==> src/sv/two_button_press_classifier_assert.svh <==
// Assertion macros shared by the two-button press classifier modules.
`ifndef TWO_BUTTON_PRESS_CLASSIFIER_ASSERT_SVH
`define TWO_BUTTON_PRESS_CLASSIFIER_ASSERT_SVH

// Same-cycle implication, checked on every clock edge outside reset.
`define TBPC_ASSERT_NOW(label, ante, cons) \
  label: assert property (@(posedge clk_i) disable iff (!rst_ni) (ante) |-> (cons)) \
    else $error("tbpc assertion failed");

// Next-cycle implication, checked on every clock edge outside reset.
`define TBPC_ASSERT_NEXT(label, ante, cons) \
  label: assert property (@(posedge clk_i) disable iff (!rst_ni) (ante) |=> (cons)) \
    else $error("tbpc assertion failed");

`endif

==> src/sv/tbpc_pkg.sv <==
// Shared types and constants of the two-button press classifier.
package tbpc_pkg;

  localparam int unsigned IntegWidth = 10;
  localparam int unsigned ThrWidth   = 16;
  localparam int unsigned CfgWidth   = 16;

  // Item kinds.
  localparam logic CMD_TICK = 1'b0;
  localparam logic CMD_POLL = 1'b1;

  // Configuration register indexes.
  localparam logic REG_INTEG_MAX = 1'b0;
  localparam logic REG_LONG_THR  = 1'b1;

  // Reset values of the configuration registers.
  localparam logic [IntegWidth-1:0] INTEG_MAX_RST = 10'd8;
  localparam logic [ThrWidth-1:0]   LONG_THR_RST  = 16'd100;

  // One result item.
  typedef struct packed {
    logic short_a;
    logic short_b;
    logic long_a;
    logic long_b;
    logic double_short;
  } tbpc_result_t;

endpackage

==> src/sv/tbpc_debounce.sv <==
// Up/down saturating integrator that debounces one active-low button level.
module tbpc_debounce import tbpc_pkg::*; (
  input  logic                  clk_i,
  input  logic                  rst_ni,
  input  logic                  en_i,
  input  logic                  level_i,
  input  logic [IntegWidth-1:0] integ_max_i,
  output logic                  clean_o
);

  logic [IntegWidth-1:0] integ_q, integ_d;
  logic                  clean_q, clean_d;

  // Step the integrator toward the raw level, then clamp and decide the level.
  always_comb begin
    integ_d = integ_q;
    clean_d = clean_q;
    if (level_i == 1'b0) begin
      if (integ_q != '0) integ_d = integ_q - 1'b1;
    end else if (integ_q < integ_max_i) begin
      integ_d = integ_q + 1'b1;
    end
    if (integ_d == '0) begin
      clean_d = 1'b0;
    end else if (integ_d >= integ_max_i) begin
      clean_d = 1'b1;
      integ_d = integ_max_i;
    end
  end

  // The new level is used by the same poll that produced it.
  assign clean_o = clean_d;

  always_ff @(posedge clk_i or negedge rst_ni) begin
    if (!rst_ni) begin
      integ_q <= '0;
      clean_q <= 1'b1;
    end else if (en_i) begin
      integ_q <= integ_d;
      clean_q <= clean_d;
    end
  end

endmodule

==> src/sv/tbpc_classify.sv <==
// Shared press timer and per-button press flags that classify each poll.
module tbpc_classify import tbpc_pkg::*; #(
  parameter int unsigned TIMER_WIDTH = 16
) (
  input  logic                clk_i,
  input  logic                rst_ni,
  input  logic                tick_i,
  input  logic                poll_i,
  input  logic                clean_a_i,
  input  logic                clean_b_i,
  input  logic [ThrWidth-1:0] long_thr_i,
  output tbpc_result_t        result_o
);

  `include "two_button_press_classifier_assert.svh"

  localparam int unsigned CmpWidth = (TIMER_WIDTH > ThrWidth) ? TIMER_WIDTH : ThrWidth;

  logic [TIMER_WIDTH-1:0] timer_q, timer_d;
  logic [1:0]             armed_q, armed_d;
  logic [1:0]             lready_q, lready_d;
  logic [1:0]             lock_q, lock_d;
  logic [1:0]             pend_q, pend_d;
  logic                   dseen_q, dseen_d;
  tbpc_result_t           res;

  // Tick: advance the timer. Poll: serve button A, then button B.
  always_comb begin
    timer_d  = timer_q;
    armed_d  = armed_q;
    lready_d = lready_q;
    lock_d   = lock_q;
    pend_d   = pend_q;
    dseen_d  = dseen_q;
    res      = '0;

    if (tick_i) begin
      if (timer_q != '1) timer_d = timer_q + 1'b1;
      if (CmpWidth'(timer_d) > CmpWidth'(long_thr_i)) lready_d = lready_q | armed_q;
    end

    if (poll_i) begin
      // Button A: arm before the long check.
      if (clean_a_i == 1'b0) begin
        if (!lock_d[0]) begin
          if (!armed_d[0]) begin
            timer_d    = '0;
            armed_d[0] = 1'b1;
            pend_d[0]  = 1'b1;
          end
          if (lready_d[0]) begin
            if (!dseen_d) res.long_a = 1'b1;
            lock_d[0] = 1'b1;
            pend_d[0] = 1'b0;
          end
        end
      end else begin
        if (pend_d[0]) begin
          if (pend_d[1] && !dseen_d) begin
            dseen_d          = 1'b1;
            res.double_short = 1'b1;
          end else if (!dseen_d) begin
            res.short_a = 1'b1;
          end else begin
            pend_d  = 2'b00;
            dseen_d = 1'b0;
          end
          pend_d[0] = 1'b0;
        end
        lready_d[0] = 1'b0;
        armed_d[0]  = 1'b0;
        lock_d[0]   = 1'b0;
      end

      // Button B: long check before arm.
      if (clean_b_i == 1'b0) begin
        if (!lock_d[1]) begin
          if (lready_d[1]) begin
            if (!dseen_d) res.long_b = 1'b1;
            lock_d[1] = 1'b1;
            pend_d[1] = 1'b0;
          end
          if (!armed_d[1]) begin
            timer_d    = '0;
            armed_d[1] = 1'b1;
            pend_d[1]  = 1'b1;
          end
        end
      end else begin
        if (pend_d[1]) begin
          if (pend_d[0] && !dseen_d) begin
            dseen_d          = 1'b1;
            res.double_short = 1'b1;
          end else if (!dseen_d) begin
            res.short_b = 1'b1;
          end else begin
            pend_d  = 2'b00;
            dseen_d = 1'b0;
          end
          pend_d[1] = 1'b0;
        end
        lready_d[1] = 1'b0;
        armed_d[1]  = 1'b0;
        lock_d[1]   = 1'b0;
      end
    end
  end

  assign result_o = res;

  always_ff @(posedge clk_i or negedge rst_ni) begin
    if (!rst_ni) begin
      timer_q  <= '0;
      armed_q  <= '0;
      lready_q <= '0;
      lock_q   <= '0;
      pend_q   <= '0;
      dseen_q  <= 1'b0;
    end else begin
      timer_q  <= timer_d;
      armed_q  <= armed_d;
      lready_q <= lready_d;
      lock_q   <= lock_d;
      pend_q   <= pend_d;
      dseen_q  <= dseen_d;
    end
  end

  // A long mark or a lockout only exists while its button is armed.
  `TBPC_ASSERT_NOW(a_lready_a_armed, lready_q[0], armed_q[0])
  `TBPC_ASSERT_NOW(a_lready_b_armed, lready_q[1], armed_q[1])
  `TBPC_ASSERT_NOW(a_lock_armed, (lock_q & ~armed_q) != 2'b00, 1'b0)

endmodule

==> src/sv/two_button_press_classifier.sv <==
// Top level of the two-button press classifier: handshake, configuration and result registers.
//
//  channel | direction | handshake              | payload
//  --------+-----------+------------------------+---------------------------------------
//  in      | input     | in_valid_i/in_ready_o  | cmd_i, level_a_i, level_b_i
//  out     | output    | out_valid_o/out_ready_i| short_a_o, short_b_o, long_a_o,
//          |           |                        | long_b_o, double_short_o
//  cfg     | input     | cfg_we_i               | cfg_idx_i, cfg_wdata_i
//
// An item is registered on acceptance and classified from the input register; a poll's result
// is then registered in the output register.
// One item is accepted per cycle unless a poll waits; the input and output registers set it.
// A tick produces no result and never waits on the output side.
// A poll waits in the input register only while a result is held by out_ready_i low.
// Reset restores the configuration to its reset values and clears all press state.
module two_button_press_classifier import tbpc_pkg::*; #(
  parameter int unsigned TIMER_WIDTH = 16
) (
  input  logic                clk_i,
  input  logic                rst_ni,
  input  logic                in_valid_i,
  output logic                in_ready_o,
  input  logic                cmd_i,
  input  logic                level_a_i,
  input  logic                level_b_i,
  output logic                out_valid_o,
  input  logic                out_ready_i,
  output logic                short_a_o,
  output logic                short_b_o,
  output logic                long_a_o,
  output logic                long_b_o,
  output logic                double_short_o,
  input  logic                cfg_we_i,
  input  logic                cfg_idx_i,
  input  logic [CfgWidth-1:0] cfg_wdata_i
);

  `include "two_button_press_classifier_assert.svh"

  logic [IntegWidth-1:0] integ_max_q;
  logic [ThrWidth-1:0]   long_thr_q;
  logic                  in_valid_q;
  logic                  cmd_q, level_a_q, level_b_q;
  logic                  out_valid_q;
  tbpc_result_t          out_q, result;
  logic                  advance, tick, poll;
  logic                  clean_a, clean_b;

  // Configuration registers.
  always_ff @(posedge clk_i or negedge rst_ni) begin
    if (!rst_ni) begin
      integ_max_q <= INTEG_MAX_RST;
      long_thr_q  <= LONG_THR_RST;
    end else if (cfg_we_i) begin
      unique case (cfg_idx_i)
        REG_INTEG_MAX: integ_max_q <= cfg_wdata_i[IntegWidth-1:0];
        REG_LONG_THR:  long_thr_q  <= cfg_wdata_i[ThrWidth-1:0];
        default:       ;
      endcase
    end
  end

  // The held item moves on unless it is a poll facing a full, stalled output.
  assign advance    = in_valid_q && (cmd_q == CMD_TICK || !out_valid_q || out_ready_i);
  assign in_ready_o = !in_valid_q || advance;
  assign tick       = advance && (cmd_q == CMD_TICK);
  assign poll       = advance && (cmd_q == CMD_POLL);

  // Input register.
  always_ff @(posedge clk_i or negedge rst_ni) begin
    if (!rst_ni) begin
      in_valid_q <= 1'b0;
    end else if (in_ready_o) begin
      in_valid_q <= in_valid_i;
    end
  end

  always_ff @(posedge clk_i) begin
    if (in_valid_i && in_ready_o) begin
      cmd_q     <= cmd_i;
      level_a_q <= level_a_i;
      level_b_q <= level_b_i;
    end
  end

  tbpc_debounce u_deb_a (
    .clk_i       (clk_i),
    .rst_ni      (rst_ni),
    .en_i        (poll),
    .level_i     (level_a_q),
    .integ_max_i (integ_max_q),
    .clean_o     (clean_a)
  );

  tbpc_debounce u_deb_b (
    .clk_i       (clk_i),
    .rst_ni      (rst_ni),
    .en_i        (poll),
    .level_i     (level_b_q),
    .integ_max_i (integ_max_q),
    .clean_o     (clean_b)
  );

  tbpc_classify #(
    .TIMER_WIDTH (TIMER_WIDTH)
  ) u_classify (
    .clk_i      (clk_i),
    .rst_ni     (rst_ni),
    .tick_i     (tick),
    .poll_i     (poll),
    .clean_a_i  (clean_a),
    .clean_b_i  (clean_b),
    .long_thr_i (long_thr_q),
    .result_o   (result)
  );

  // Output register: loaded by each poll, emptied when the item is taken.
  always_ff @(posedge clk_i or negedge rst_ni) begin
    if (!rst_ni) begin
      out_valid_q <= 1'b0;
    end else if (poll) begin
      out_valid_q <= 1'b1;
    end else if (out_ready_i) begin
      out_valid_q <= 1'b0;
    end
  end

  always_ff @(posedge clk_i) begin
    if (poll) out_q <= result;
  end

  assign out_valid_o    = out_valid_q;
  assign short_a_o      = out_q.short_a;
  assign short_b_o      = out_q.short_b;
  assign long_a_o       = out_q.long_a;
  assign long_b_o       = out_q.long_b;
  assign double_short_o = out_q.double_short;

  // Every classified poll leaves a result behind.
  `TBPC_ASSERT_NEXT(a_poll_gives_result, poll, out_valid_q)
  // A poll never overwrites a result that is still stalled.
  `TBPC_ASSERT_NOW(a_no_overwrite, out_valid_q && !out_ready_i, !poll)
  // A double press is never reported together with a single short press.
  `TBPC_ASSERT_NOW(a_double_excl, out_valid_q && out_q.double_short,
                   !out_q.short_a && !out_q.short_b)

endmodule
==> config.mk <==
export PLATFORM = sky130hd
export DESIGN_NAME = two_button_press_classifier
export DESIGN_NICKNAME = d
export VERILOG_FILES = /design/src/sv/tbpc_pkg.sv /design/src/sv/tbpc_debounce.sv /design/src/sv/tbpc_classify.sv /design/src/sv/two_button_press_classifier.sv
export VERILOG_INCLUDE_DIRS = /design/src /design/src/sv
export SDC_FILE = /design/constraint.sdc
export NUM_CORES = 1
export LEC_CHECK = 0
export ABC_AREA = 1
export CAP_MARGIN = 0
export CORE_AREA = 4 4 128 130
export DETAILED_ROUTE_END_ITERATION = 6
export DIE_AREA = 0 0 132 134
export DONT_BUFFER_PORTS = 1
export GPL_TIMING_DRIVEN = 0
export PLACE_DENSITY = 0.68
export SETUP_SLACK_MARGIN = 0.2
export SLEW_MARGIN = 20
export SYNTH_ARGS = -nofsm -noshare
export SYNTH_HDL_FRONTEND = slang
export SYNTH_SLANG_ARGS = --single-unit
==> constraint.sdc <==
create_clock -name clk_i -period 4.9 [get_ports clk_i]
set_input_delay 0.98 -clock clk_i [delete_from_list [all_inputs] [get_ports clk_i]]
set_output_delay 0.98 -clock clk_i [all_outputs]
set_load 0.01 [all_outputs]
# Yosys cells after proc, flatten, opt, wreduce, memory -nomap -nowiden
# Cells that the tools add are included.
# W data, S select, Z words.
[totals]
reg_bits = 83
latchBits = 0
mem_bits_rw = 0
romBits = 0
in_bits = 25
out_inout_bits = 7
elab_cells = 144
mem_count = 0
[classes]
n_addsub = 5
multipliers = 0
div = 0
n_lt_le_gt_ge = 5
eq_ne = 3
n_shift = 0
n_mux = 73
n_bitwise = 9
reduce_logical = 26
[ops]
columns = ["operator", "n"]
rows = [
  ["$mux W16", 10],
  ["$mux W10", 10],
  ["$mux W1", 47],
  ["$add A10 B1 Y10 const B", 2],
  ["$ge A10 B10 Y1", 2],
  ["$logic_not A10 Y1", 2],
  ["$lt A10 B10 Y1", 2],
  ["$reduce_bool A10 Y1", 2],
  ["$sub A10 B1 Y10 const B", 2],
  ["$add A16 B1 Y16 const B", 1],
  ["$gt A16 B16 Y1", 1],
  ["$ne A16 B16 Y1 const B", 1],
  ["$mux W2", 6],
  ["$reduce_or A3 Y1", 4],
  ["$not A1 Y1", 8],
  ["$reduce_and A2 Y1", 4],
  ["$logic_and A1 B1 Y1", 6],
  ["$logic_not A1 Y1", 4],
  ["$ne A2 B1 Y1 const B", 2],
  ["$logic_or A1 B1 Y1", 3],
  ["$or A2 B2 Y2", 1],
  ["$reduce_bool A2 Y1", 1],
]

# Longest topological paths before layout
# Gate-level depths: netlist of the first run.
[logic_depth]
depth_word = 17
ltp_mapped = 27
depth_no_buf = 27

# By module
# From an unflattened synthesis of the first run, not the netlist that was laid out.
[hier_totals]
cells_unflattened = 1045
hier_area_um2 = 7293.2
[by_module_without_submodules]
columns = ["module", "instances", "cells_each", "area_each_um2", "seq_area_each_um2"]
rows = [
  ["tbpc_debounce", 2, 308, 1903.1, 276.5],
  ["tbpc_classify", 1, 293, 2072.0, 625.6],
  ["two_button_press_classifier", 1, 136, 1415.1, 945.9],
]

# Worst setup path before layout of the first run
# No wires, ideal clock.
[synth_path]
path_kind = "register -> register"
start = "register integ_max_q[3]"
end = "register out_q (netlist bit double_short_o), data pin"
setup_ns = 0.249
arrival_ns = 3.146
required_time_ns = 4.651
path_slack_ns = 1.505
path_stages_with_launch = 26
path_buffers = 1
period_less_slack_ns = 3.395
cell_sequence = "dfstp_2 -> inv_1 -> ha_1 -> nand2_1 -> nor2_1 -> nand3_4 -> nand3_2 -> buf_6 -> nand2_1 -> nand2_1 -> nand2_1 -> nand2_1 -> inv_1 -> ha_1 -> nand2_1 -> nor2_1 -> o211ai_1 -> o2111ai_1 -> a31oi_1 -> inv_1 -> nor2_1 -> a21oi_1 -> nand3_1 -> o21ai_1 -> nand2_1 -> inv_1"
[synth_lines]
columns = ["element", "line_no", "text"]
rows = [
  ["from (decl)", "two_button_press_classifier.sv:40", "logic [IntegWidth-1:0] integ_max_q;"],
  ["from (signal assigned)", "two_button_press_classifier.sv:56", "REG_INTEG_MAX: integ_max_q <= cfg_wdata_i[IntegWidth-1:0];"],
  ["to (signal assigned)", "two_button_press_classifier.sv:129", "if (poll) out_q <= result;"],
  ["to (decl)", "two_button_press_classifier.sv:45", "tbpc_result_t out_q, result;"],
]

==> results of run 1 <==
## final cells by class
class                   count  area [µm²]
plain buffers              23         144
clock buffers              10         229
clock inverters             6        62.6
fillers                  1559        7860
inverters                 141         533
multi-input cells         711        3960
flip-flops and latches     83        2120
well taps                 188         235
## sequential cells by signal, indices dropped and copies added (netlist names), 2 cells and up
name,count
u_deb_a.integ_q,10
u_classify.lock_q,2
u_classify.timer_q,16
integ_max_q,10
u_classify.armed_q,2
u_deb_b.integ_q,10
long_thr_q,16
u_classify.pend_q,2
u_classify.lready_q,2
## path summary, 6_finish.rpt
check,endpoint,slack (ns)
worst min register to register,long_thr_q[8],0.49
worst max-delay path,double_short_o,0.64
max in group asynchronous,integ_max_q[3],4.36
min in group clk_i,long_thr_q[8],0.49
worst min-delay path,out_valid_o,0.32
worst max register to register,double_short_o,0.64
## report_power, final
group | leakage (nW) | switching [mW] | internal, mW
sequential | 0.971 | 0.260 | 0.928
clock | 0.143 | 0.291 | 0.395
combinational | 2.61 | 1.79 | 0.998
total | 3.72 | 2.34 | 2.32
## per-layer routing
layer | wire length [µm] | vias to the layer above
li1 | - | 3149
met1 | 8210 | 2875
met2 | 7800 | 185
met3 | 870 | 31
met4 | 488 | 0
met5 | 0 | -
## synthesized netlist by cell type (2+ instances only)
cell type / number
sky130_fd_sc_hd__nand2_1: 256
sky130_fd_sc_hd__inv_1: 131
sky130_fd_sc_hd__o21ai_0: 96
sky130_fd_sc_hd__nor2_1: 71
sky130_fd_sc_hd__dfrtp_1: 69
sky130_fd_sc_hd__ha_1: 59
sky130_fd_sc_hd__a21oi_1: 51
sky130_fd_sc_hd__nand3_1: 43
sky130_fd_sc_hd__xor2_1: 26
sky130_fd_sc_hd__nor3_1: 18
sky130_fd_sc_hd__nand4_1: 15
sky130_fd_sc_hd__nor2_2: 10
sky130_fd_sc_hd__o211ai_1: 10
sky130_fd_sc_hd__clkbuf_1: 9
sky130_fd_sc_hd__edfxtp_1: 8
sky130_fd_sc_hd__o21ai_1: 8
sky130_fd_sc_hd__buf_6: 6
sky130_fd_sc_hd__dfstp_2: 6
sky130_fd_sc_hd__inv_2: 6
sky130_fd_sc_hd__nand2_2: 6
sky130_fd_sc_hd__a31oi_1: 5
sky130_fd_sc_hd__nand3_2: 5
sky130_fd_sc_hd__nand2_4: 4
sky130_fd_sc_hd__nor2_4: 4
sky130_fd_sc_hd__buf_2: 3
sky130_fd_sc_hd__nand3_4: 3
sky130_fd_sc_hd__a21o_1: 2
sky130_fd_sc_hd__buf_1: 2
sky130_fd_sc_hd__buf_4: 2
sky130_fd_sc_hd__clkinv_1: 2
sky130_fd_sc_hd__nand3b_1: 2
sky130_fd_sc_hd__nor3_2: 2
sky130_fd_sc_hd__nor4_1: 2
sky130_fd_sc_hd__o2111ai_1: 2
sky130_fd_sc_hd__xnor2_1: 2
## what timing repair did
action                                  CTS  global route
hold buffers                              0             0
endpoints found under the setup margin    0             1
resized for setup                         0             1
## per-stage QoR
stage	util	power (mW)	worst slack (ns)
2_1_floorplan	-	3.30	1.51
3_3_place_gp	0.461	3.87	0.817
3_5_place_dp	0.461	3.93	0.761
4_1_cts	0.481	4.64	0.742
5_1_grt	0.481	5.16	0.235
6_report	0.481	4.66	0.636
## kinds of logic (layout without fill, tap and decap cells)
family | count (synthesis) | count (layout)
AND/OR/NAND/NOR | 446 | 446
adder cells (fa/ha/maj) | 59 | 59
flip-flops | 83 | 83
XOR/XNOR | 28 | 28
AO/OA/AOI/OAI | 178 | 178
buffers and inverters | 164 | 180
==> results by stage, run 1 <==
Yosys:
- Synthesis handed over a netlist of 958 instances.
- Of the synthesized area, sequential elements account for 0.315.
- Of the post-synthesis cell area, the part taken by muxes is 0.
- The register bit count reported by yosys is 83.
- Of all cell types, the one taking the most synthesized area is sky130_fd_sc_hd__dfrtp_1.
- The cell area after synthesis is 6750 µm².
- The number of synthesized flops with an enable pin is 8.
- The most used flip-flop cell after synthesis is sky130_fd_sc_hd__dfrtp_1.
- The area share of xor/xnor cells in the synthesized design is 0.0363.
- The mean cell area of the mapped netlist is 7.05 µm².
- The fraction of the mapped netlist area in compound gates is 0.140.
- When the netlist entered floorplanning its net count stood at 1,042.
- Yosys attributes the largest share of cell area to sky130_fd_sc_hd__dfrtp_1 (26%), sky130_fd_sc_hd__nand2_1 (14%), sky130_fd_sc_hd__ha_1 (11%).
- Of the total synthesized cell area, the portion taken by AND, OR, NAND and NOR gates is 0.299.
- Of the total synthesized cell area, the portion taken by full adders, half adders and majority gates is 0.109.
- The combinational family with the most area after synthesis is simple AND/OR/NAND/NOR gates.
- The number of warnings issued by yosys is 0.
- Of the post-synthesis cell area, the dominant cell type holds 0.256.
- Of all flip-flops after synthesis, the portion carrying an async set or reset was 0.904.
- Synthesis instantiated 47 different standard cells from the library.

Setup path:
- The critical register-to-register path startpoint is integ_max_q[6].
- The slowest stage of the critical path belongs to the cell sky130_fd_sc_hd__dfrtp_1.
- The worst setup path is launched from a flip-flop.
- The cell depth of the worst flop-to-flop path is 23.
- The number of stages on the worst setup path is 23.
- The worst setup path is of the reg2reg kind.
- Grouping stages by cell kind, the critical path spends the most delay in simple AND/OR/NAND/NOR gates.
- The largest incremental delay on the critical path is 0.48 ns.
- The worst path arrival time is 4.49 ns.
- Traced cell by cell, the critical path runs through inv_1 -> ha_1 -> nand2_1 -> nor2_1 -> nand2_1 -> nand3_2 -> buf_6 -> nand2_1 -> o21ai_1 -> nand2_1 -> nand2_1 -> inv_1 -> ha_1 -> nand2_1 -> nor4_1 -> a31oi_1 -> inv_1 -> nor2_1 -> a21oi_1 -> nand3_1 -> o21ai_1 -> nand2_1 -> inv_1.
- The cell occurring most often along the worst timing path is sky130_fd_sc_hd__nand2_1.
- Of all nets on the critical path, the largest fanout is 10.
- The buffers plus inverters on the worst setup path is 5.
- The kind of end point of the critical path is a flip-flop.
- The launch point of the worst path is integ_max_q[6].
- For the worst setup path, the data required time is 5.12 ns.

Run:
- The max-capacitance violation count is 0.

GRT:
- The overall track demand over capacity in global routing is 0.201.
- The initial antenna violation count came to 0.
- The via count of the first global-routing pass came to 5,903.
- The routing usage on met2 is 0.324.
- Entering global routing, the biggest net connects 76 pins.
- The fraction of met3 tracks used by global routing is 0.0345.
- The global-route wire length before repair is 28.9 mm.
- For this run, global-route usage on met1 was measured as 0.274.
- Global routing finished with a remaining overflow of 0.
- After global routing, the most crowded layer is met2.

STA:
- The actual transition at the worst max-transition pin is 0.790 ns.
- The total setup violations reported at the end of the flow is 0.
- Setup repair after global routing left no endpoint under its margin.
- The summed negative setup slack over all endpoints is 0 ns.
- The final count of hold timing violations is 0.
- The final count of pins violating max slew is 0.
- The shortest period the worst path allows is 4.26 ns.
- The relative slew slack is 0.473.
- The worst hold slack is 0.323 ns.
- Across the routed clock network, the largest skew measured is 0.0100 ns.
- The final period utilization is 0.870.
- The highest achievable clock rate is 235 MHz.

Placed design:
- The cell total after placement is 1,146.
- In this run the cell area measured after placement is 6990 µm².
- The final RePlAce weighted congestion is 0.933.
- The wire-length estimate of the detail-placed layout is 13.2 mm.
- Buffers placed on the I/O ports in this run total 0.

Clocking:
- TritonCTS built the clock tree.
- Clock tree synthesis inserted a total of 9 buffers.
- For the worst-skew pair, the clock arrives at the later sink with an insertion delay of 0.35 ns.
- Clock-pin slew was measured on the worst setup and hold paths at 0.06 ns.
- The number of post-CTS setup repair buffers is 0.
- The number of H-tree branching levels is 3.
- The clock drives 83 sinks.
- Clock tree synthesis selected as its root buffer the cell sky130_fd_sc_hd__clkbuf_16.
- The maximum root-to-sink buffer count is 2.

Die:
- From left edge to right edge, the die measures 132 µm.
- The number of primary I/O pins is 32.
- The die footprint is 17,700 µm².
- The placeable core area is 15,100 µm².
- The initial utilization of the core area, before any placement, comes to 0.446.
- The floorplan row count is 45.
- From bottom edge to top edge, the die measures 134 µm.

Drt:
- The detailed-router iteration count before antenna repair is 5.
- The post-detailed-route count of antenna-violating nets is 0.
- Across all layers, the routed design uses 6,240 vias.
- In this run, the number of DRC markers left after iteration 0 of detailed routing was 433.
- The final layout contains routed wiring with a total length of 17.4 mm.
- In the final routed layout, each cell accounts on average for 14.9 µm.
- In the routed design, unresolved DRC markers number 0.
- In the routed layout, each cell is associated on average with a via count of 5.37.

Finish:
- Leaving out fill and tap cells, the most frequent cells in the layout are sky130_fd_sc_hd__nand2_1 (256), sky130_fd_sc_hd__inv_1 (131), sky130_fd_sc_hd__o21ai_0 (96), sky130_fd_sc_hd__nor2_1 (71), sky130_fd_sc_hd__dfrtp_1 (69).
- Compared with the post-synthesis result, the final layout area differs by 7.89%.
- The library cell used most frequently in the layout, excluding fill and tap cells, is sky130_fd_sc_hd__nand2_1.
- The final design instance area without fill is 7280 µm².
- Of the cells placed in the final design, the portion with a size suffix greater than 1 is 0.0832.
- 0 antenna diodes ended up in the layout.
- The finished layout holds 1,162 standard cells, fillers aside.
- The count of nets after finishing is 1,053.

Power and ir drop:
- The worst IR drop on VDD is 0.249 mV.
- The analysis attributes to cell leakage a power of 3.72 nW.
- The power density relative to cell area is 639 nW/µm².

Run status:
- The flow ran to the end, and the final reports show no timing, DRC or antenna violations.

Hold path:
- The worst hold path class is in2async.
Note: power is estimated with default switching activity, not from simulation.
==> run 2, diff against run 1 <==
CTS_CLUSTER_DIAMETER = 40   (was unset)
PLACE_DENSITY = unset   (was 0.68)
==> run 2 against run 1 <==
Register-to-register slack got worse by 0.03 ns. Non-clock buffer count unchanged. Global-route usage is 0.34 points higher. Critical path type unchanged. Critical endpoint is now u_classify.timer_q[1]. Highest routed layer unchanged.
==> results by stage, run 2 (synthesized netlist as in run 1, its figures left out) <==
GRT:
- The initial antenna violation count is 0 (unchanged).
- The global-route wire length before repair is 29.2 mm (+0.74%).
- The via count of the first global-routing pass is 5,701 (-3.4%).
- The aggregate global routing overflow is 0 (unchanged).
- The largest net degree at the start of global routing is 76 (unchanged).
- The overall track demand over capacity in global routing came to 0.204 (+0.00337).

Die:
- The die height was 134 µm (unchanged).
- The die footprint is 17,700 µm² (unchanged).
- The width of the chip is 132 µm (unchanged).
- The floorplan row count is 45 (unchanged).
- The number of primary I/O pins is 32 (unchanged).
- The placeable core area is 15,100 µm² (unchanged).
- The initial cell density of the core is 0.446 (unchanged).

STA:
- The final count of pins violating max slew was 0 (unchanged).
- The worst hold slack is 0.327 ns (+0.00396 ns).
- The final count of hold timing violations is 0 (unchanged).
- The highest achievable clock rate is 233 MHz (-0.81%).
- The final period utilization was 0.877 (+0.00711).
- The shortest period the worst path allows came to 4.30 ns (+0.0348 ns).
- Setup repair after global routing left no endpoint under its margin.
- The summed negative setup slack over all endpoints is 0 ns (unchanged).
- The total setup violations reported at the end of the flow was 0 (unchanged).
- The relative slew slack is 0.523 (+0.0501).
- The final clock skew is 0.0107 ns (+0.000668 ns).
- The actual transition at the worst max-transition pin came to 0.715 ns (-0.0752 ns).
- The worst setup slack after layout was 0.602 ns (-0.0348 ns).

Setup path:
- The number of stages on the worst setup path is 24 (+4.3%).
- The slowest stage of the critical path is the sky130_fd_sc_hd__dfrtp_1 cell.
- The worst setup path is captured at a flip-flop.
- The worst setup path is launched from a flip-flop.
- In this run the critical register-to-register path is captured at u_classify.timer_q[1].
- The required time of the critical path is 5.13 ns (about the same).
- The type of the worst setup path is reg2reg.
- The critical-path maximum fanout is 10 (unchanged).
- The minimum setup slack among reg-to-reg paths is 0.60 ns (-0.03 ns).
- The largest incremental delay on the critical path was 0.48 ns (about the same).
- By instance count, the cell type seen most on the critical path is sky130_fd_sc_hd__nand2_1.
- The buffers plus inverters on the worst setup path is 5 (unchanged).
- The end point of the critical path is u_classify.timer_q[1].
- In this run the critical register-to-register path is launched from integ_max_q[6].
- The cell depth of the worst flop-to-flop path was 24 (+4.3%).
- The signal on the critical path passes through inv_1 -> ha_1 -> nand2_1 -> nor2_1 -> nand2_1 -> nand3_2 -> buf_6 -> nand2_1 -> nand2_1 -> nand2_1 -> nand2_1 -> inv_1 -> ha_1 -> nand2_1 -> nor2_1 -> o211ai_1 -> o2111ai_1 -> a31oi_1 -> inv_1 -> o21ai_2 -> nand3b_2 -> nand2_4 -> buf_6 -> nor2_1.
- The most critical setup path has its startpoint at integ_max_q[6].
- The worst path arrival time is 4.53 ns (+0.04 ns).
- The kind of cell with the highest combined delay on the critical path is simple AND/OR/NAND/NOR gates.

Drt:
- The first-iteration detailed-routing DRC count is 410 (-5.3%).
- The number of DRC violations after detailed routing was 0 (unchanged).
- The final wirelength is 17.6 mm (+1.2%).
- The detailed-router iteration count before antenna repair is 6 (+1).
- The post-detailed-route count of antenna-violating nets is 0 (unchanged).
- The via density per instance is 5.25 (-2.3%).
- The count of vias placed by the detailed router is 6,096 (-2.3%).
- The routed length per placed instance is 15.1 µm (+1.2%).

Placed design:
- The placement-stage cell area was 6990 µm² (unchanged).
- The number of buffers added on ports came to 0 (unchanged).
- The pre-CTS setup slack is 0.699 ns (-0.0616 ns).
- The final RePlAce weighted congestion is 0.888 (-4.9%).
- The cell total after placement was 1,146 (unchanged).
- The HPWL after detailed placement is 13.6 mm (+3.0%).

Power and ir drop:
- The internal power is 2.29 mW (-1.2%).
- The reported net switching power is 2.33 mW (about the same).
- The switching portion of total power came to 0.505 (+0.00282).
- The proportion of power drawn by combinational gates is 0.598 (about the same).
- The clock network power share is 0.146 (about the same).
- The total power after layout came to 4.63 mW (-0.65%).
- The sequential fraction of design power is 0.256 (about the same).
- The worst IR drop on VDD came to 0.247 mV (-0.93%).
- The leakage power is 3.72 nW (about the same).
- The power density relative to cell area came to 636 nW/µm² (-0.51%).

Finish:
- The synthesis-to-finish area growth is 7.75%.
- The count of non-filler cells in the finished layout is 1,162 (unchanged).
- The total inserted antenna cells is 0 (unchanged).
- The area taken by flip-flops and latches is 2120 µm² (unchanged).
- The multi-input gate area in the final layout was 3950 µm² (-0.16%).
- The most common cell after layout, fill and taps aside is sky130_fd_sc_hd__nand2_1.
- The fraction of layout cells with a size suffix above 1 is 0.0832 (unchanged).
- The final design instance area without fill was 7270 µm² (-0.14%).
- The count of nets after finishing is 1,053 (unchanged).
- The final core utilization is 0.480 (-0.000661).
- In the layout the commonest cells are sky130_fd_sc_hd__nand2_1 (256), sky130_fd_sc_hd__inv_1 (131), sky130_fd_sc_hd__o21ai_0 (96), sky130_fd_sc_hd__nor2_1 (71), sky130_fd_sc_hd__dfrtp_1 (69).
- The largest registers in the layout are long_thr_q x16, u_classify.timer_q x16.
- The layout filler cell count is 1,533 (-1.7%).

Hold path:
- The worst hold path class is in2async.

Clocking:
- The number of sinks driven by the clock tree is 83 (unchanged).
- The number of post-CTS setup repair buffers is 0 (unchanged).
- The number of resized instances in the post-cts repair step is 0 (unchanged).
- The number of H-tree branching levels is 3 (unchanged).
- The number of buffers created by CTS came to 9 (unchanged).
- The register clock-pin slew on the reported worst setup and hold paths is 0.06 ns (about the same).
- The clock latency on the worst-skew pair is 0.35 ns (about the same).
- Clock tree synthesis selected as its root buffer the cell sky130_fd_sc_hd__clkbuf_16.
- TritonCTS built the clock tree.
- The maximum root-to-sink buffer count was 2 (unchanged).
- The cts-stage hold buffer count is 0 (unchanged).

Run:
- The max-capacitance violation count is 0 (unchanged).

Run status:
- The flow ran to the end, and the final reports show no timing, DRC or antenna violations.
-- run 2: final cells by class --
type	instances	share of cell area
plain buffers	23	0.0198
clock inverters	5	0.00482
multi-input cells	711	0.543
well taps	188	0.0323
inverters	141	0.0733
clock buffers	11	0.0347
flip-flops and latches	83	0.292
-- run 2: per-layer routing --
| layer | wire (µm) | global-route usage |
|---|---|---|
| met5 | 0 | 0 |
| met4 | 357 | 0.0578 |
| met3 | 684 | 0.0334 |
| met2 | 7730 | 0.321 |
| met1 | 8810 | 0.291 |
-- run 2: worst min path at each step --
stage,to,startpoint,cells after the start
after floorplan,integ_max_q[8],integ_max_q[8],2
after global placement,integ_max_q[8],integ_max_q[8],2
after detailed placement,integ_max_q[9],integ_max_q[9],2
after CTS,u_classify.timer_q[12],rst_ni,0
after global routing,out_valid_o,rst_ni,0
final,out_valid_o,rst_ni,0
-- run 2: power by group through the flow --
stage	Clock [mW]	Sequential, mW	Combinational (mW)
4_1_cts	0.692	1.18	2.77
5_1_grt	0.722	1.22	3.21
3_5_place_dp	0	1.19	2.75
6_report	0.674	1.18	2.77
3_3_place_gp	0	1.19	2.71
2_1_floorplan	0	1.11	2.20
==> run 3, diff against run 2 <==
CTS_CLUSTER_DIAMETER = 80   (was 40)
GPL_TIMING_DRIVEN = 1   (was 0)
==> run 3 against run 2 <==
Via count decreased by 1.3%. Sequential share of layout area grew 0.17 points. Clock skew down 0.0015 ns. Critical path type unchanged. Largest power group unchanged.
==> results by stage, run 3 (synthesized netlist as in run 1, its figures left out) <==
Power and ir drop:
- The switching portion of total power came to 0.499 (-0.00506).
- The clock network power share is 0.166 (+0.020).
- The sequential fraction of design power was 0.263 (+0.007).
- The total power after layout came to 4.69 mW (+1.3%).
- The power density relative to cell area was 648 nW/µm² (+1.9%).
- The proportion of power drawn by combinational gates is 0.571 (-0.027).
- The worst IR drop on VDD was 0.302 mV (+22%).
- The reported net switching power is 2.34 mW (+0.29%).
- The leakage power is 3.70 nW (-0.53%).
- The internal power is 2.35 mW (+2.3%).

Clocking:
- The cts-stage hold buffer count is 0 (unchanged).
- The clock latency on the worst-skew pair is 0.34 ns (about the same).
- The number of resized instances in the post-cts repair step was 0 (unchanged).
- The maximum root-to-sink buffer count is 2 (unchanged).
- The clock root buffer is sky130_fd_sc_hd__clkbuf_16.
- The clock tree from TritonCTS is done.
- The number of sinks driven by the clock tree is 83 (unchanged).
- The number of H-tree branching levels came to 3 (unchanged).
- The number of buffers created by CTS is 9 (unchanged).
- The number of post-CTS setup repair buffers was 0 (unchanged).
- The register clock-pin slew on the reported worst setup and hold paths is 0.06 ns (about the same).

Die:
- The number of primary I/O pins is 32 (unchanged).
- The initial cell density of the core is 0.446 (unchanged).
- The die footprint came to 17,700 µm² (unchanged).
- The placeable core area is 15,100 µm² (unchanged).
- The die height was 134 µm (unchanged).
- The floorplan row count is 45 (unchanged).
- The width of the chip was 132 µm (unchanged).

STA:
- The final count of hold timing violations is 0 (unchanged).
- The final period utilization is 0.858 (-0.0192).
- The relative slew slack was 0.394 (-0.129).
- Setup repair after global routing left no endpoint under its margin.
- The final count of pins violating max slew is 0 (unchanged).
- The final clock skew is 0.00918 ns (-0.00153 ns).
- The shortest period the worst path allows is 4.20 ns (-0.0939 ns).
- The highest achievable clock rate is 238 MHz (+2.2%).
- The summed negative setup slack over all endpoints is 0 ns (unchanged).
- The actual transition at the worst max-transition pin is 0.907 ns (+0.192 ns).
- The total setup violations reported at the end of the flow is 0 (unchanged).
- The worst hold slack is 0.330 ns (+0.00260 ns).

GRT:
- The routing usage on met2 was 0.330 (+0.00969).
- The overall track demand over capacity in global routing is 0.205 (+0.00154).
- The aggregate global routing overflow came to 0 (unchanged).
- The initial antenna violation count came to 0 (unchanged).
- The fraction of met3 tracks used by global routing was 0.0323 (-0.00113).
- The via count of the first global-routing pass is 5,736 (+0.61%).
- The largest net degree at the start of global routing came to 76 (unchanged).
- After global routing, the most crowded layer is met2.
- The global-route wire length before repair came to 29.6 mm (+1.4%).
- The routing usage on met1 came to 0.290 (-0.000766).

Finish:
- The layout filler cell count came to 1,555 (+1.4%).
- Leaving out fill and tap cells, the most frequent cell in the layout is sky130_fd_sc_hd__nand2_1.
- The total inserted antenna cells was 0 (unchanged).
- In the layout the commonest cells are sky130_fd_sc_hd__nand2_1 (256), sky130_fd_sc_hd__inv_1 (131), sky130_fd_sc_hd__o21ai_0 (96), sky130_fd_sc_hd__nor2_1 (71), sky130_fd_sc_hd__dfrtp_1 (69).
- The count of non-filler cells in the finished layout was 1,144 (-1.5%).
- The count of nets after finishing is 1,035 (-1.7%).
- In the final layout, the registers with the most flip-flops are long_thr_q x16, u_classify.timer_q x16.
- Compared with the post-synthesis result, the final layout area differs by 7.13%.
- The fraction of layout cells with a size suffix above 1 is 0.0785 (-0.00471).
- The final core utilization was 0.478 (-0.00273).

Run:
- The max-capacitance violation count came to 0 (unchanged).

Placed design:
- The number of buffers added on ports is 0 (unchanged).
- The HPWL after detailed placement came to 13.4 mm (-1.6%).
- The cell total after placement is 1,128 (-1.6%).
- The final RePlAce weighted congestion was 0.917 (+3.3%).

Drt:
- The routed length per placed instance is 15.4 µm (+2.1%).
- The final wirelength is 17.7 mm (+0.50%).
- The number of DRC violations after detailed routing is 0 (unchanged).
- The detailed-router iteration count before antenna repair came to 5 (-1).
- The first-iteration detailed-routing DRC count came to 490 (+20%).
- The via density per instance is 5.26 (+0.24%).
- The count of vias placed by the detailed router is 6,016 (-1.3%).
- The post-detailed-route count of antenna-violating nets is 0 (unchanged).

Setup path:
- The required time of the critical path came to 5.10 ns (-0.03 ns).
- The worst path arrival time is 4.40 ns (-0.13 ns).
- The kind of end point of the critical path is a flip-flop.
- The minimum setup slack among reg-to-reg paths is 0.70 ns (+0.09 ns).
- The worst setup path is of the reg2reg kind.
- The critical-path maximum fanout is 16 (+6).
- The launching element type of the critical path is a flip-flop.

Hold path:
- The worst hold path class is in2async.

Run status:
- The run finished with clean final reports.
-- run 3: cell count changes in the layout (fill, tap and decap cells not counted), sizes merged --
| cell | change |
|---|---|
| clkbuf | -10 |
| inv | -1 |
| clkinvlp | -1 |
| bufinv | +2 |
| buf | -8 |
-- run 3: critical path: stages, from the launching register on --
cell and delay (ns):
sky130_fd_sc_hd__dfrtp_1 0.38, sky130_fd_sc_hd__inv_1 0.22, sky130_fd_sc_hd__ha_1 0.29, sky130_fd_sc_hd__a21o_1 0.19, sky130_fd_sc_hd__nor2_1 0.29, sky130_fd_sc_hd__nand3_2 0.31, sky130_fd_sc_hd__o21ai_1 0.21, sky130_fd_sc_hd__nand2_1 0.07
sky130_fd_sc_hd__nand2_1 0.18, sky130_fd_sc_hd__inv_1 0.07, sky130_fd_sc_hd__ha_1 0.26, sky130_fd_sc_hd__nand2_1 0.09, sky130_fd_sc_hd__nor2_1 0.05, sky130_fd_sc_hd__o211ai_1 0.08, sky130_fd_sc_hd__o2111ai_1 0.13, sky130_fd_sc_hd__a31oi_1 0.35
sky130_fd_sc_hd__inv_1 0.16, sky130_fd_sc_hd__nand2_2 0.29, sky130_fd_sc_hd__a21oi_1 0.10, sky130_fd_sc_hd__o21ai_0 0.17, sky130_fd_sc_hd__o21ai_0 0.16
-- run 3: final cells by class --
type                    instances  area (µm²)  area share
multi-input cells             711        3960       0.547
flip-flops and latches         83        2120       0.294
inverters                     141         533      0.0737
clock buffers                  11         264      0.0365
well taps                     188         235      0.0325
clock inverters                 5        82.6      0.0114
repair buffers                  5        37.5     0.00519
-- run 3: path summary, 6_finish.rpt --
path / startpoint / endpoint / cells after the start
min in group clk_i: long_thr_q[4] / long_thr_q[4] / 2
max reg2reg: integ_max_q[9] / u_deb_b.integ_q[5] / 20
max: integ_max_q[9] / u_deb_b.integ_q[5] / 20
max in group asynchronous: rst_ni / long_thr_q[6] / 0
min reg2reg: long_thr_q[4] / long_thr_q[4] / 2
min: rst_ni / u_deb_b.integ_q[8] / 0
-- run 3: power by group through the flow --
stage	Sequential [mW]	Clock [mW]	Combinational, mW
global placement	1.24	0	2.64
CTS	1.23	0.799	2.67
floorplan	1.11	0	2.20
global route	1.27	0.826	3.10
finish	1.24	0.777	2.68
detailed placement	1.24	0	2.65
-- run 3: layer usage --
layer | vias up | share of wire | wire (µm)
met5 | - | 0 | 0
met3 | 24 | 0.047 | 825
met1 | 2747 | 0.48 | 8470
li1 | 3095 | - | -
met2 | 150 | 0.46 | 8110
met4 | 0 | 0.014 | 255
-- run 3: stage by stage --
step / setup slack [ns] / instance area (µm²)
2_1_floorplan: 1.51 / 6750
3_3_place_gp: 0.669 / 6880
3_5_place_dp: 0.736 / 6880
4_1_cts: 0.689 / 7230
5_1_grt: 0.303 / 7230
6_report: 0.695 / 7230
